`config.mk`:
```
export PLATFORM = sky130hd
export DESIGN_NAME = fm_protection_ratio_interp_top
export DESIGN_NICKNAME = d
export VERILOG_FILES = /design/src/fmpr_pkg.sv /design/src/fmpr_seg.sv /design/src/fmpr_interp.sv /design/src/fm_protection_ratio_interp_top.sv
export SDC_FILE = /design/constraint.sdc
export NUM_CORES = 2
export LEC_CHECK = 0
export BUFFER_PORTS_ARGS = -buffer_cell sky130_fd_sc_hd__buf_2
export CAP_MARGIN = 20
export CELL_PAD_IN_SITES_DETAIL_PLACEMENT = 1
export CELL_PAD_IN_SITES_GLOBAL_PLACEMENT = 2
export CORE_UTILIZATION = 44
export CTS_CLUSTER_SIZE = 30
export DETAILED_ROUTE_END_ITERATION = 7
export PLACE_DENSITY = 0.94
export SLEW_MARGIN = 20
export SYNTH_ARGS = -nofsm -noshare
export SYNTH_HDL_FRONTEND = slang
export SYNTH_SLANG_ARGS = --single-unit
```
`constraint.sdc`:
```
create_clock -name clock -period 10.32 [get_ports clock]
set_input_delay 1.548 -clock clock [delete_from_list [all_inputs] [get_ports clock]]
set_output_delay 1.548 -clock clock [all_outputs]
set_load 0.05 [all_outputs]
```
`src/fmpr_pkg.sv`:
```
`timescale 1ns / 1ps
// ----------------------------------------------------------------------------
// fmpr_pkg
// Shared types, constants and breakpoint tables of the FM protection ratio
// interpolator.
// ----------------------------------------------------------------------------
package fmpr_pkg;

   // Input and output field widths.
   localparam int FREQ_W  = 18;
   localparam int SYS_W   = 3;
   localparam int LEVEL_W = 13;

   // Breakpoint grid: points spaced STEP_KHZ apart, starting at 0 kHz.
   localparam int TABLE_POINTS = 17;
   localparam int STEP_KHZ     = 25;
   localparam int SEG_LAST     = TABLE_POINTS - 2;
   localparam int FAR_KHZ      = STEP_KHZ * SEG_LAST;
   localparam int IDX_W        = $clog2(TABLE_POINTS);
   localparam int NEAR_W       = $clog2(FAR_KHZ);

   // Near offsets are divided by the step through a multiply by
   // NEAR_RECIP / 2**NEAR_SHIFT, exact for all offsets below FAR_KHZ.
   localparam int NEAR_RECIP  = 41;
   localparam int NEAR_SHIFT  = 10;
   localparam int NEAR_PROD_W = NEAR_W + 6;

   // Offset into the last segment is clamped; beyond this the result is
   // saturated in any case.
   localparam int REM_W   = 12;
   localparam int REM_MAX = (1 << REM_W) - 1;

   // Interpolation arithmetic widths.
   localparam int DIFF_W = LEVEL_W + 1;
   localparam int PROD_W = DIFF_W + REM_W + 1;
   localparam int NUM_W  = 20;

   // Floor division by the step: the numerator is biased positive, then
   // divided by a reciprocal multiply. The reciprocal is rounded up with
   // enough fraction bits that the quotient is exact over the whole biased
   // range, so the estimate is never high and never more than one low.
   localparam int DIV_OFFSET  = 8192;
   localparam int DIV_BIAS    = DIV_OFFSET * STEP_KHZ + (STEP_KHZ - 1) / 2;
   localparam int BIASED_W    = 19;
   localparam int RECIP       = 671089;
   localparam int RECIP_W     = 20;
   localparam int RECIP_SHIFT = 24;
   localparam int RPROD_W     = BIASED_W + RECIP_W;
   localparam int QUOT_W      = RPROD_W - RECIP_SHIFT;
   localparam int REMD_W      = 6;
   localparam int SUM_W       = LEVEL_W + 4;

   localparam int PR_MIN = -4096;

   // System codes.
   localparam logic [SYS_W-1:0] SYS_MONO75       = 3'd1;
   localparam logic [SYS_W-1:0] SYS_MONO50       = 3'd2;
   localparam logic [SYS_W-1:0] SYS_STEREO50     = 3'd3;
   localparam logic [SYS_W-1:0] SYS_STEREO75     = 3'd4;
   localparam logic [SYS_W-1:0] SYS_STEREO50_ALT = 3'd5;

   // Table pair numbers; each pair holds a steady row then a tropo row.
   localparam logic [1:0] PAIR_MONO75   = 2'd0;
   localparam logic [1:0] PAIR_STEREO75 = 2'd1;
   localparam logic [1:0] PAIR_MONO50   = 2'd2;
   localparam logic [1:0] PAIR_STEREO50 = 2'd3;

   typedef logic signed [LEVEL_W-1:0] level_type;
   typedef logic [IDX_W-1:0]          seg_idx_type;

   // Protection ratios in 1/16 dB.
   localparam level_type PR_TAB [0:7][0:TABLE_POINTS-1] = '{
      '{576, 496, 384, 256, 192, 152, 128, 112, 96, 72, 32, -32, -112, -184, -240, -280, -320},
      '{448, 432, 352, 256, 192, 152, 128, 112, 96, 72, 32, -32, -112, -184, -240, -280, -320},
      '{720, 816, 816, 720, 528, 392, 288, 176, 112, 72, 32, -32, -112, -184, -240, -280, -320},
      '{592, 688, 688, 592, 400, 288, 224, 160, 112, 72, 32, -32, -112, -184, -240, -280, -320},
      '{624, 512, 384, 240, 192, 120, 96, 32, -40, -56, -96, -120, -160, -192, -240, -280, -320},
      '{512, 448, 352, 240, 192, 120, 96, 32, -40, -56, -96, -120, -160, -192, -240, -280, -320},
      '{784, 848, 816, 720, 528, 400, 288, 192, 112, 80, 32, 0, -112, -160, -240, -280, -320},
      '{656, 720, 688, 592, 400, 288, 224, 176, 112, 80, 32, 0, -112, -160, -240, -280, -320}
   };

   // Fields that ride along with an item through the pipeline.
   typedef struct packed {
      logic [SYS_W-1:0] system_code;
      level_type        median_field;
      level_type        usable_field;
   } side_type;

   // Segment number and offset within it.
   typedef struct packed {
      side_type         side;
      seg_idx_type      seg;
      logic [REM_W-1:0] rem_khz;
   } seg_type;

   // Both interpolated ratios.
   typedef struct packed {
      side_type  side;
      level_type steady;
      level_type tropo;
   } ratio_type;

   typedef struct packed {
      logic       known;
      logic [1:0] pair;
   } pair_sel_type;

   function automatic pair_sel_type sys_pair(input logic [SYS_W-1:0] code);
      pair_sel_type sel;
      sel.known = 1'b1;
      unique case (code)
         SYS_MONO75:       sel.pair = PAIR_MONO75;
         SYS_STEREO75:     sel.pair = PAIR_STEREO75;
         SYS_MONO50:       sel.pair = PAIR_MONO50;
         SYS_STEREO50:     sel.pair = PAIR_STEREO50;
         SYS_STEREO50_ALT: sel.pair = PAIR_STEREO50;
         default: begin
            sel.known = 1'b0;
            sel.pair  = PAIR_MONO75;
         end
      endcase
      return sel;
   endfunction

endpackage

```
`src/fmpr_seg.sv`:
```
`timescale 1ns / 1ps
// ----------------------------------------------------------------------------
// fmpr_seg
// Two pipeline stages: carrier offset, then breakpoint segment and the
// offset into that segment.
// ----------------------------------------------------------------------------
module fmpr_seg (
   input  logic                         clock,
   input  logic                         reset,
   input  logic                         in_valid,
   output logic                         in_stall,
   input  logic [fmpr_pkg::FREQ_W-1:0]  in_wanted,
   input  logic [fmpr_pkg::FREQ_W-1:0]  in_interferer,
   input  fmpr_pkg::side_type           in_side,
   output logic                         out_valid,
   input  logic                         out_stall,
   output fmpr_pkg::seg_type            out_item
);
   import fmpr_pkg::*;

   logic              a_valid_ff, a_valid_in;
   logic [FREQ_W-1:0] a_off_ff, a_off_in;
   side_type          a_side_ff;
   logic              b_valid_ff, b_valid_in;
   seg_type           b_item_ff, b_item_in;
   logic              en_a, en_b;

   logic                   far;
   logic [NEAR_W-1:0]      near_off;
   logic [NEAR_PROD_W-1:0] near_prod;
   seg_idx_type            near_seg;
   logic [NEAR_W-1:0]      near_rem;
   logic [FREQ_W-1:0]      far_rem;

   assign en_b     = !b_valid_ff || !out_stall;
   assign en_a     = !a_valid_ff || en_b;
   assign in_stall = !en_a;

   // Stage A: absolute offset between the carriers.
   always_comb begin
      a_off_in   = (in_wanted >= in_interferer) ? (in_wanted - in_interferer)
                                                : (in_interferer - in_wanted);
      a_valid_in = en_a ? in_valid : a_valid_ff;
   end

   // Stage B: segment number by reciprocal multiply below the last segment;
   // at and beyond it the last segment is extrapolated.
   always_comb begin
      far       = a_off_ff >= FREQ_W'(FAR_KHZ);
      near_off  = a_off_ff[NEAR_W-1:0];
      near_prod = NEAR_PROD_W'(near_off) * NEAR_PROD_W'(NEAR_RECIP);
      near_seg  = near_prod[NEAR_SHIFT +: IDX_W];
      near_rem  = near_off - NEAR_W'(near_seg) * NEAR_W'(STEP_KHZ);
      far_rem   = a_off_ff - FREQ_W'(FAR_KHZ);

      b_item_in.side = a_side_ff;
      if (far) begin
         b_item_in.seg     = IDX_W'(SEG_LAST);
         b_item_in.rem_khz = (far_rem > FREQ_W'(REM_MAX)) ? REM_W'(REM_MAX)
                                                          : far_rem[REM_W-1:0];
      end else begin
         b_item_in.seg     = near_seg;
         b_item_in.rem_khz = REM_W'(near_rem);
      end
      b_valid_in = en_b ? a_valid_ff : b_valid_ff;
   end

   always_ff @(posedge clock) begin
      if (reset) begin
         a_valid_ff <= 1'b0;
         b_valid_ff <= 1'b0;
      end else begin
         a_valid_ff <= a_valid_in;
         b_valid_ff <= b_valid_in;
      end
   end

   always_ff @(posedge clock) begin
      if (en_a) begin
         a_off_ff  <= a_off_in;
         a_side_ff <= in_side;
      end
      if (en_b) begin
         b_item_ff <= b_item_in;
      end
   end

   assign out_valid = b_valid_ff;
   assign out_item  = b_item_ff;

endmodule

```
`src/fmpr_interp.sv`:
```
`timescale 1ns / 1ps
// ----------------------------------------------------------------------------
// fmpr_interp
// Four pipeline stages that interpolate the steady and tropospheric ratios
// side by side: table lookup, slope multiply, reciprocal divide, rounding
// correction and saturation.
// ----------------------------------------------------------------------------
module fmpr_interp (
   input  logic                clock,
   input  logic                reset,
   input  logic                in_valid,
   output logic                in_stall,
   input  fmpr_pkg::seg_type   in_item,
   output logic                out_valid,
   input  logic                out_stall,
   output fmpr_pkg::ratio_type out_item
);
   import fmpr_pkg::*;

   localparam int LANES = 2;

   logic en_c, en_d, en_e, en_f;
   logic c_valid_ff, d_valid_ff, e_valid_ff, f_valid_ff;

   // Stage C: table entries and slope.
   side_type                  c_side_ff;
   logic [REM_W-1:0]          c_rem_ff;
   level_type                 c_e0_ff   [LANES];
   logic signed [DIFF_W-1:0]  c_diff_ff [LANES];
   level_type                 c_e0_in   [LANES];
   logic signed [DIFF_W-1:0]  c_diff_in [LANES];

   // Stage D: slope times offset.
   side_type                  d_side_ff;
   level_type                 d_e0_ff  [LANES];
   logic signed [NUM_W-1:0]   d_num_ff [LANES];
   logic signed [NUM_W-1:0]   d_num_in [LANES];

   // Stage E: biased numerator and estimated quotient.
   side_type                  e_side_ff;
   level_type                 e_e0_ff     [LANES];
   logic [BIASED_W-1:0]       e_biased_ff [LANES];
   logic [QUOT_W-1:0]         e_quot_ff   [LANES];
   logic [BIASED_W-1:0]       e_biased_in [LANES];
   logic [QUOT_W-1:0]         e_quot_in   [LANES];

   // Stage F: finished ratios.
   ratio_type                 f_item_ff, f_item_in;
   level_type                 f_lvl_in [LANES];

   pair_sel_type              sel;
   seg_idx_type               seg_next;

   assign en_f     = !f_valid_ff || !out_stall;
   assign en_e     = !e_valid_ff || en_f;
   assign en_d     = !d_valid_ff || en_e;
   assign en_c     = !c_valid_ff || en_d;
   assign in_stall = !en_c;

   // Stage C: unknown systems read as an all-zero table.
   always_comb begin
      level_type e1;
      sel      = sys_pair(in_item.side.system_code);
      seg_next = in_item.seg + 1'b1;
      for (int lane = 0; lane < LANES; lane++) begin
         if (sel.known) begin
            c_e0_in[lane] = PR_TAB[{sel.pair, 1'(lane)}][in_item.seg];
            e1            = PR_TAB[{sel.pair, 1'(lane)}][seg_next];
         end else begin
            c_e0_in[lane] = '0;
            e1            = '0;
         end
         c_diff_in[lane] = DIFF_W'(e1) - DIFF_W'(c_e0_in[lane]);
      end
   end

   // Stage D.
   always_comb begin
      logic signed [PROD_W-1:0] prod;
      for (int lane = 0; lane < LANES; lane++) begin
         prod           = c_diff_ff[lane] * $signed({1'b0, c_rem_ff});
         d_num_in[lane] = prod[NUM_W-1:0];
      end
   end

   // Stage E: the bias moves the numerator positive and adds the rounding
   // half step, so a plain floor of the biased value gives the rounded result.
   always_comb begin
      logic signed [BIASED_W+1:0] biased;
      logic [RPROD_W-1:0]         rprod;
      for (int lane = 0; lane < LANES; lane++) begin
         biased            = (BIASED_W+2)'(d_num_ff[lane]) + (BIASED_W+2)'(DIV_BIAS);
         e_biased_in[lane] = biased[BIASED_W-1:0];
         rprod             = RPROD_W'(e_biased_in[lane]) * RPROD_W'(RECIP);
         e_quot_in[lane]   = rprod[RPROD_W-1:RECIP_SHIFT];
      end
   end

   // Stage F: the estimate is at most one low; fix it, remove the offset,
   // add the base entry and saturate at the floor.
   always_comb begin
      logic [BIASED_W-1:0]      remd_full;
      logic [REMD_W-1:0]        remd;
      logic [QUOT_W-1:0]        quot;
      logic signed [SUM_W-1:0]  sum;
      for (int lane = 0; lane < LANES; lane++) begin
         remd_full = e_biased_ff[lane] - BIASED_W'(e_quot_ff[lane]) * BIASED_W'(STEP_KHZ);
         remd      = remd_full[REMD_W-1:0];
         quot      = e_quot_ff[lane] + QUOT_W'(remd >= REMD_W'(STEP_KHZ));
         sum       = SUM_W'(e_e0_ff[lane]) + $signed(SUM_W'(quot)) - SUM_W'(DIV_OFFSET);
         f_lvl_in[lane] = (sum < SUM_W'(PR_MIN)) ? LEVEL_W'(PR_MIN) : sum[LEVEL_W-1:0];
      end
      f_item_in.side   = e_side_ff;
      f_item_in.steady = f_lvl_in[0];
      f_item_in.tropo  = f_lvl_in[1];
   end

   always_ff @(posedge clock) begin
      if (reset) begin
         c_valid_ff <= 1'b0;
         d_valid_ff <= 1'b0;
         e_valid_ff <= 1'b0;
         f_valid_ff <= 1'b0;
      end else begin
         if (en_c) c_valid_ff <= in_valid;
         if (en_d) d_valid_ff <= c_valid_ff;
         if (en_e) e_valid_ff <= d_valid_ff;
         if (en_f) f_valid_ff <= e_valid_ff;
      end
   end

   always_ff @(posedge clock) begin
      if (en_c) begin
         c_side_ff <= in_item.side;
         c_rem_ff  <= in_item.rem_khz;
         for (int lane = 0; lane < LANES; lane++) begin
            c_e0_ff[lane]   <= c_e0_in[lane];
            c_diff_ff[lane] <= c_diff_in[lane];
         end
      end
      if (en_d) begin
         d_side_ff <= c_side_ff;
         for (int lane = 0; lane < LANES; lane++) begin
            d_e0_ff[lane]  <= c_e0_ff[lane];
            d_num_ff[lane] <= d_num_in[lane];
         end
      end
      if (en_e) begin
         e_side_ff <= d_side_ff;
         for (int lane = 0; lane < LANES; lane++) begin
            e_e0_ff[lane]     <= d_e0_ff[lane];
            e_biased_ff[lane] <= e_biased_in[lane];
            e_quot_ff[lane]   <= e_quot_in[lane];
         end
      end
      if (en_f) begin
         f_item_ff <= f_item_in;
      end
   end

   assign out_valid = f_valid_ff;
   assign out_item  = f_item_ff;

endmodule

```
`src/fm_protection_ratio_interp_top.sv`:
```
`timescale 1ns / 1ps
// ----------------------------------------------------------------------------
// fm_protection_ratio_interp_top
// FM broadcast protection ratio lookup with linear interpolation over the
// carrier offset and a choice between steady and tropospheric interference.
// ----------------------------------------------------------------------------
// The block accepts one transfer per clock cycle while the result side
// does not stall and returns one result per transfer, in order. The
// pipeline steps are carrier offset, segment search, table lookup, slope
// multiply, reciprocal divide by the 25 kHz step, rounding correction
// with saturation, and the final compare in the output register. Every
// stage carries its own valid bit, so bubbles are squeezed out and new
// transfers keep arriving while a finished result is held for the
// receiver. Ratios are in 1/16 dB; offsets beyond 400 kHz follow the
// last segment downward and saturate at -256 dB. System codes other
// than the five defined ones give ratios of zero.
// ----------------------------------------------------------------------------
module fm_protection_ratio_interp_top (
   input  logic                                clock,
   input  logic                                reset,
   input  logic                                req_valid,
   output logic                                req_stall,
   input  logic [fmpr_pkg::FREQ_W-1:0]         req_wanted_freq_khz,
   input  logic [fmpr_pkg::FREQ_W-1:0]         req_interferer_freq_khz,
   input  logic [fmpr_pkg::SYS_W-1:0]          req_system_code,
   input  logic signed [fmpr_pkg::LEVEL_W-1:0] req_median_field,
   input  logic signed [fmpr_pkg::LEVEL_W-1:0] req_usable_field,
   output logic                                rsp_valid,
   input  logic                                rsp_stall,
   output logic signed [fmpr_pkg::LEVEL_W-1:0] rsp_protection_ratio,
   output logic                                rsp_chose_steady
);
   import fmpr_pkg::*;

   side_type   req_side;
   logic       seg_valid, seg_stall;
   seg_type    seg_item;
   logic       ratio_valid, ratio_stall;
   ratio_type  ratio_item;

   logic       out_valid_ff;
   level_type  out_ratio_ff, out_ratio_in;
   logic       out_steady_ff, out_steady_in;
   logic       en_out;

   assign req_side.system_code  = req_system_code;
   assign req_side.median_field = req_median_field;
   assign req_side.usable_field = req_usable_field;

   // Offset and segment.
   fmpr_seg u_seg (
      .clock         (clock),
      .reset         (reset),
      .in_valid      (req_valid),
      .in_stall      (req_stall),
      .in_wanted     (req_wanted_freq_khz),
      .in_interferer (req_interferer_freq_khz),
      .in_side       (req_side),
      .out_valid     (seg_valid),
      .out_stall     (seg_stall),
      .out_item      (seg_item)
   );

   // Steady and tropospheric interpolation.
   fmpr_interp u_interp (
      .clock     (clock),
      .reset     (reset),
      .in_valid  (seg_valid),
      .in_stall  (seg_stall),
      .in_item   (seg_item),
      .out_valid (ratio_valid),
      .out_stall (ratio_stall),
      .out_item  (ratio_item)
   );

   // The output register takes a new result whenever it is empty or its
   // current result is being transferred in this cycle.
   assign en_out      = !out_valid_ff || !rsp_stall;
   assign ratio_stall = !en_out;

   // The steady ratio wins when the median field plus the steady ratio is at
   // least the tropospheric ratio plus the usable field; a tie picks steady.
   always_comb begin
      logic signed [LEVEL_W:0] steady_margin;
      logic signed [LEVEL_W:0] tropo_margin;
      steady_margin = (LEVEL_W+1)'(ratio_item.side.median_field)
                    + (LEVEL_W+1)'(ratio_item.steady);
      tropo_margin  = (LEVEL_W+1)'(ratio_item.tropo)
                    + (LEVEL_W+1)'(ratio_item.side.usable_field);
      out_steady_in = steady_margin >= tropo_margin;
      out_ratio_in  = out_steady_in ? ratio_item.steady : ratio_item.tropo;
   end

   always_ff @(posedge clock) begin
      if (reset) begin
         out_valid_ff <= 1'b0;
      end else if (en_out) begin
         out_valid_ff <= ratio_valid;
      end
   end

   always_ff @(posedge clock) begin
      if (en_out) begin
         out_ratio_ff  <= out_ratio_in;
         out_steady_ff <= out_steady_in;
      end
   end

   assign rsp_valid            = out_valid_ff;
   assign rsp_protection_ratio = out_ratio_ff;
   assign rsp_chose_steady     = out_steady_ff;

endmodule

```
==> key figures <==
GRT
  – Gr usage total: 0.220
  – First-pass GRT wire length: around 170 mm
  – Initial antenna violation count: 2
  – Global route overflow: 0
  – Largest net degree at the start of global routing: between 70 and 80
  – Vias in the first global route: between 30k and 40k

Clock tree
  – Clock sinks: around 390
  – Reg clk slew, reported paths: approximately 0.070 ns
  – CTS tree: yes
  – CTS buffer count: 44
  – Number of H-tree levels: 2
  – Clock buffer depth: 3
  – Root buf cell: clkbuf_16
  – Clk Latency, worst-skew pair: approximately 0.62 ns
  – Setup bufs post-CTS: 0
  – Cts hold-fix bufs: 0
  – Post-CTS Resized: 0

Timing
  – Min Clock Period, post-route: ~8.3 ns
  – Final setup fails: 0
  – Final period util: 0.803
  – Slew Viols, Final: 0
  – Final hold vios: 0
  – RSZ-0062 raised after global routing: no
  – FMAX: between 100 and 150 MHz
  – Setup_tns: 0 ns
  – Worst Max-Slew Pin Slew: roughly 1.1 ns
  – Slew Limit Headroom: 0.252
  – Layout Skew: 0.0409 ns

Detailed routing
  – Vias post-DR: around 29k
  – DRC violations left: 0
  – DR vias/cell: between 5 and 6
  – First drt pass iteration count: 5
  – DR iter-0 viols: around 1.3k
  – Post-route antenna net violation count: 0
  – Detailed Route WL: between 100 and 150 mm
  – Routed len/inst: 19.1 um

Yosys
  – YS warnings: 0
  – Async S/R FF share, synth: 0
  – Largest family of logic cells by synthesized area: adder cells
  – Synth unique cells: between 80 and 90
  – Adder-cell area share of the yosys netlist: 0.393
  – Post-synthesis cell area: about 0.042 sq mm
  – Mux cell area share after synthesis: 0.00756
  – Simple-gate share of the synthesized area: 0.0925
  – Ys flop type: edfxtp_1
  – Post-synthesis compound-gate area fraction: 0.0932
  – EDFF count, synth: between 300 and 400
  – Post-Syn Instances: 4042
  – Syn_area_per_cell: ~10 sq um
  – Seq/Total Area, Yosys: 0.279
  – FF+latch count, synth: between 300 and 400
  – XOR/XNOR share of the synthesized area: 0.0540

Cells and area
  – Multi-input logic area: ~0.027 sq mm
  – Register Area: between 0.01 and 0.015 sq mm
  – Finished Layout Cells: approximately 5.5k
  – Finished layout cell area: about 0.046 sq mm
  – N_diodes: 0
  – Layout cell share with drive strength beyond 1: 0.0594
  – Layout fillers: around 10k
  – Final Util: 0.486
  – Synth-to-layout area growth: 8.68%
  – Total Nets Final: roughly 5.3k

Status
  – Status: finished clean

Worst setup path
  – Critical Path End Type: register
  – Crit-path max FO: 9
  – Critical Path RT: 10.69 ns
  – WP data arrival: 8.65 ns
  – Worst stage delay on the critical path: 0.57 ns
  – Cell mode on critical path: inv_1
  – CP Class: reg -> reg
  – CP max stage cell: edfxtp_1
  – CP Launch Type: register

Place
  – I/O Buffers: 84
  – Cell count after placement: between 5k and 6k
  – Dpl cell area: ~0.044 sq mm
  – Detail Placement HPWL: 83.8 mm
  – GPL Wtd Cong: approximately 0.9

Job
  – Max_cap viols: 0

Floorplanning
  – Die footprint: 0.0964 sq mm
  – Width of the die: ~310 um
  – Height of the chip: approximately 310 um
  – Core ar.: roughly 0.094 sq mm
  – Io pins: 85
  – FP Rows: roughly 110
  – Initial Utilization: 0.447

Hold path
  – Min-Delay Path Class: reg -> reg
-- final cells by class --
type,count,share of cell area
multi-input cells,2824,0.596
flip-flops and latches,391,0.256
inverters,803,0.0663
well taps,1254,0.0345
clock buffers,46,0.0244
repair buffers,111,0.0137
clock inverters,36,0.00885
-- cell usage after synthesis, types with 7 or more instances --
| cell type | instances | share of area |
|---|---|---|
| mux2i_1 | 11 | 0.0026 |
| inv_1 | 801 | 0.072 |
| a211o_1 | 10 | 0.0021 |
| xnor2_1 | 174 | 0.036 |
| or3_1 | 8 | 0.0012 |
| o21bai_1 | 23 | 0.0041 |
| o211ai_1 | 11 | 0.0020 |
| and3_1 | 15 | 0.0022 |
| mux2_2 | 15 | 0.0040 |
| o221ai_1 | 8 | 0.0017 |
| o21a_1 | 39 | 0.0070 |
| nand4_1 | 19 | 0.0028 |
| edfxtp_1 | 384 | 0.28 |
| a21oi_1 | 150 | 0.018 |
| nand3_1 | 43 | 0.0051 |
| a211oi_1 | 20 | 0.0036 |
| and2_1 | 107 | 0.016 |
| xor2_1 | 84 | 0.018 |
| ha_1 | 631 | 0.19 |
| o21ai_0 | 142 | 0.017 |
| fa_1 | 427 | 0.20 |
| clkbuf_1 | 85 | 0.0076 |
| nor4_1 | 7 | 0.0010 |
| a31o_2 | 9 | 0.0019 |
| or2_2 | 23 | 0.0034 |
| a31oi_1 | 30 | 0.0045 |
| dfxtp_1 | 7 | 0.0033 |
| o2111ai_1 | 9 | 0.0019 |
| a22oi_1 | 9 | 0.0016 |
| a2111oi_0 | 9 | 0.0019 |
| nand2_1 | 279 | 0.025 |
| o31ai_1 | 10 | 0.0018 |
| nor2_1 | 157 | 0.014 |
| nand2b_1 | 25 | 0.0037 |
| nor3_1 | 55 | 0.0066 |
| a21o_1 | 57 | 0.010 |
| nor2b_1 | 43 | 0.0064 |
-- worst paths after layout --
kind	startpoint	endpoint	slack, ns	cells past startpoint
worst max-delay path	u_interp.d_num_ff[0][23]$_DFFE_PP_	u_interp.e_quot_ff[0][29]$_DFFE_PP_	2.04	30
worst min-delay path	u_interp.d_e0_ff[0][7]$_DFFE_PP_	u_interp.e_e0_ff[0][7]$_DFFE_PP_	0.41	0
worst max register to register	u_interp.d_num_ff[0][23]$_DFFE_PP_	u_interp.e_quot_ff[0][29]$_DFFE_PP_	2.04	30
worst min register to register	u_interp.d_e0_ff[0][7]$_DFFE_PP_	u_interp.e_e0_ff[0][7]$_DFFE_PP_	0.41	0
-- layout by cell type (no fill, tap or decap), types with 76 or more instances in the layout --
cell type and n:
inv_1 799, ha_1 631, fa_1 427, edfxtp_1 384, nand2_1 277, xnor2_1 174
nor2_1 157, a21oi_1 150, o21ai_0 142, and2_1 107, xor2_1 84, buf_2 84
conb_1 76
-- routing by layer --
layer  part of all wire  global-route usage
met2               0.52               0.407
met3              0.032              0.0204
met4              0.019              0.0491
met5            0.00016                   0
met1               0.43               0.275
-- kinds of logic after synthesis --
kind of cell | after synthesis
AOI/OAI and AO/OA | 599
xor gates and xnor gates | 258
muxes | 28
adders and majority gates | 1058
other | 2
buffers and inverters | 901
and+or+nand+nor | 805
DFF | 391
-- worst max-delay path, delay by kind of cell (launching register included) --
family	cells	cell delay, ns
buffers and inverters	6	0.37
flip-flops	1	0.57
adder cells (fa/ha/maj)	9	3.70
XOR/XNOR	2	0.44
AND/OR/NAND/NOR	5	1.00
AO/OA/AOI/OAI	8	1.96
-- sequential cells by signal, summed over array words and instances, names as in the netlist, 6 cells and up --
register              flops
u_seg.a_off_ff           18
u_interp.e_quot_ff       30
u_seg.a_side_ff          29
u_interp.e_side_ff       26
u_interp.c_e0_ff         15
u_interp.e_biased_ff      6
u_interp.out_item        52
u_interp.d_e0_ff         15
rsp_protection_ratio     13
u_interp.c_side_ff       26
u_interp.d_num_ff        32
u_interp.e_e0_ff         15
u_interp.c_diff_ff       22
u_seg.out_item           46
u_interp.d_side_ff       26
u_interp.c_rem_ff        12
-- metrics by stage --
stage,setup slack [ns],hold slack (ns)
final,2.04,0.413
after global placement,2.25,0.401
after CTS,2.03,0.417
after floorplan,2.80,0.400
after detailed placement,2.03,0.406
after global routing,1.59,0.421
Power is not shown: default switching activity piles up to over one toggle a cycle in this logic, so the estimate is an artifact.
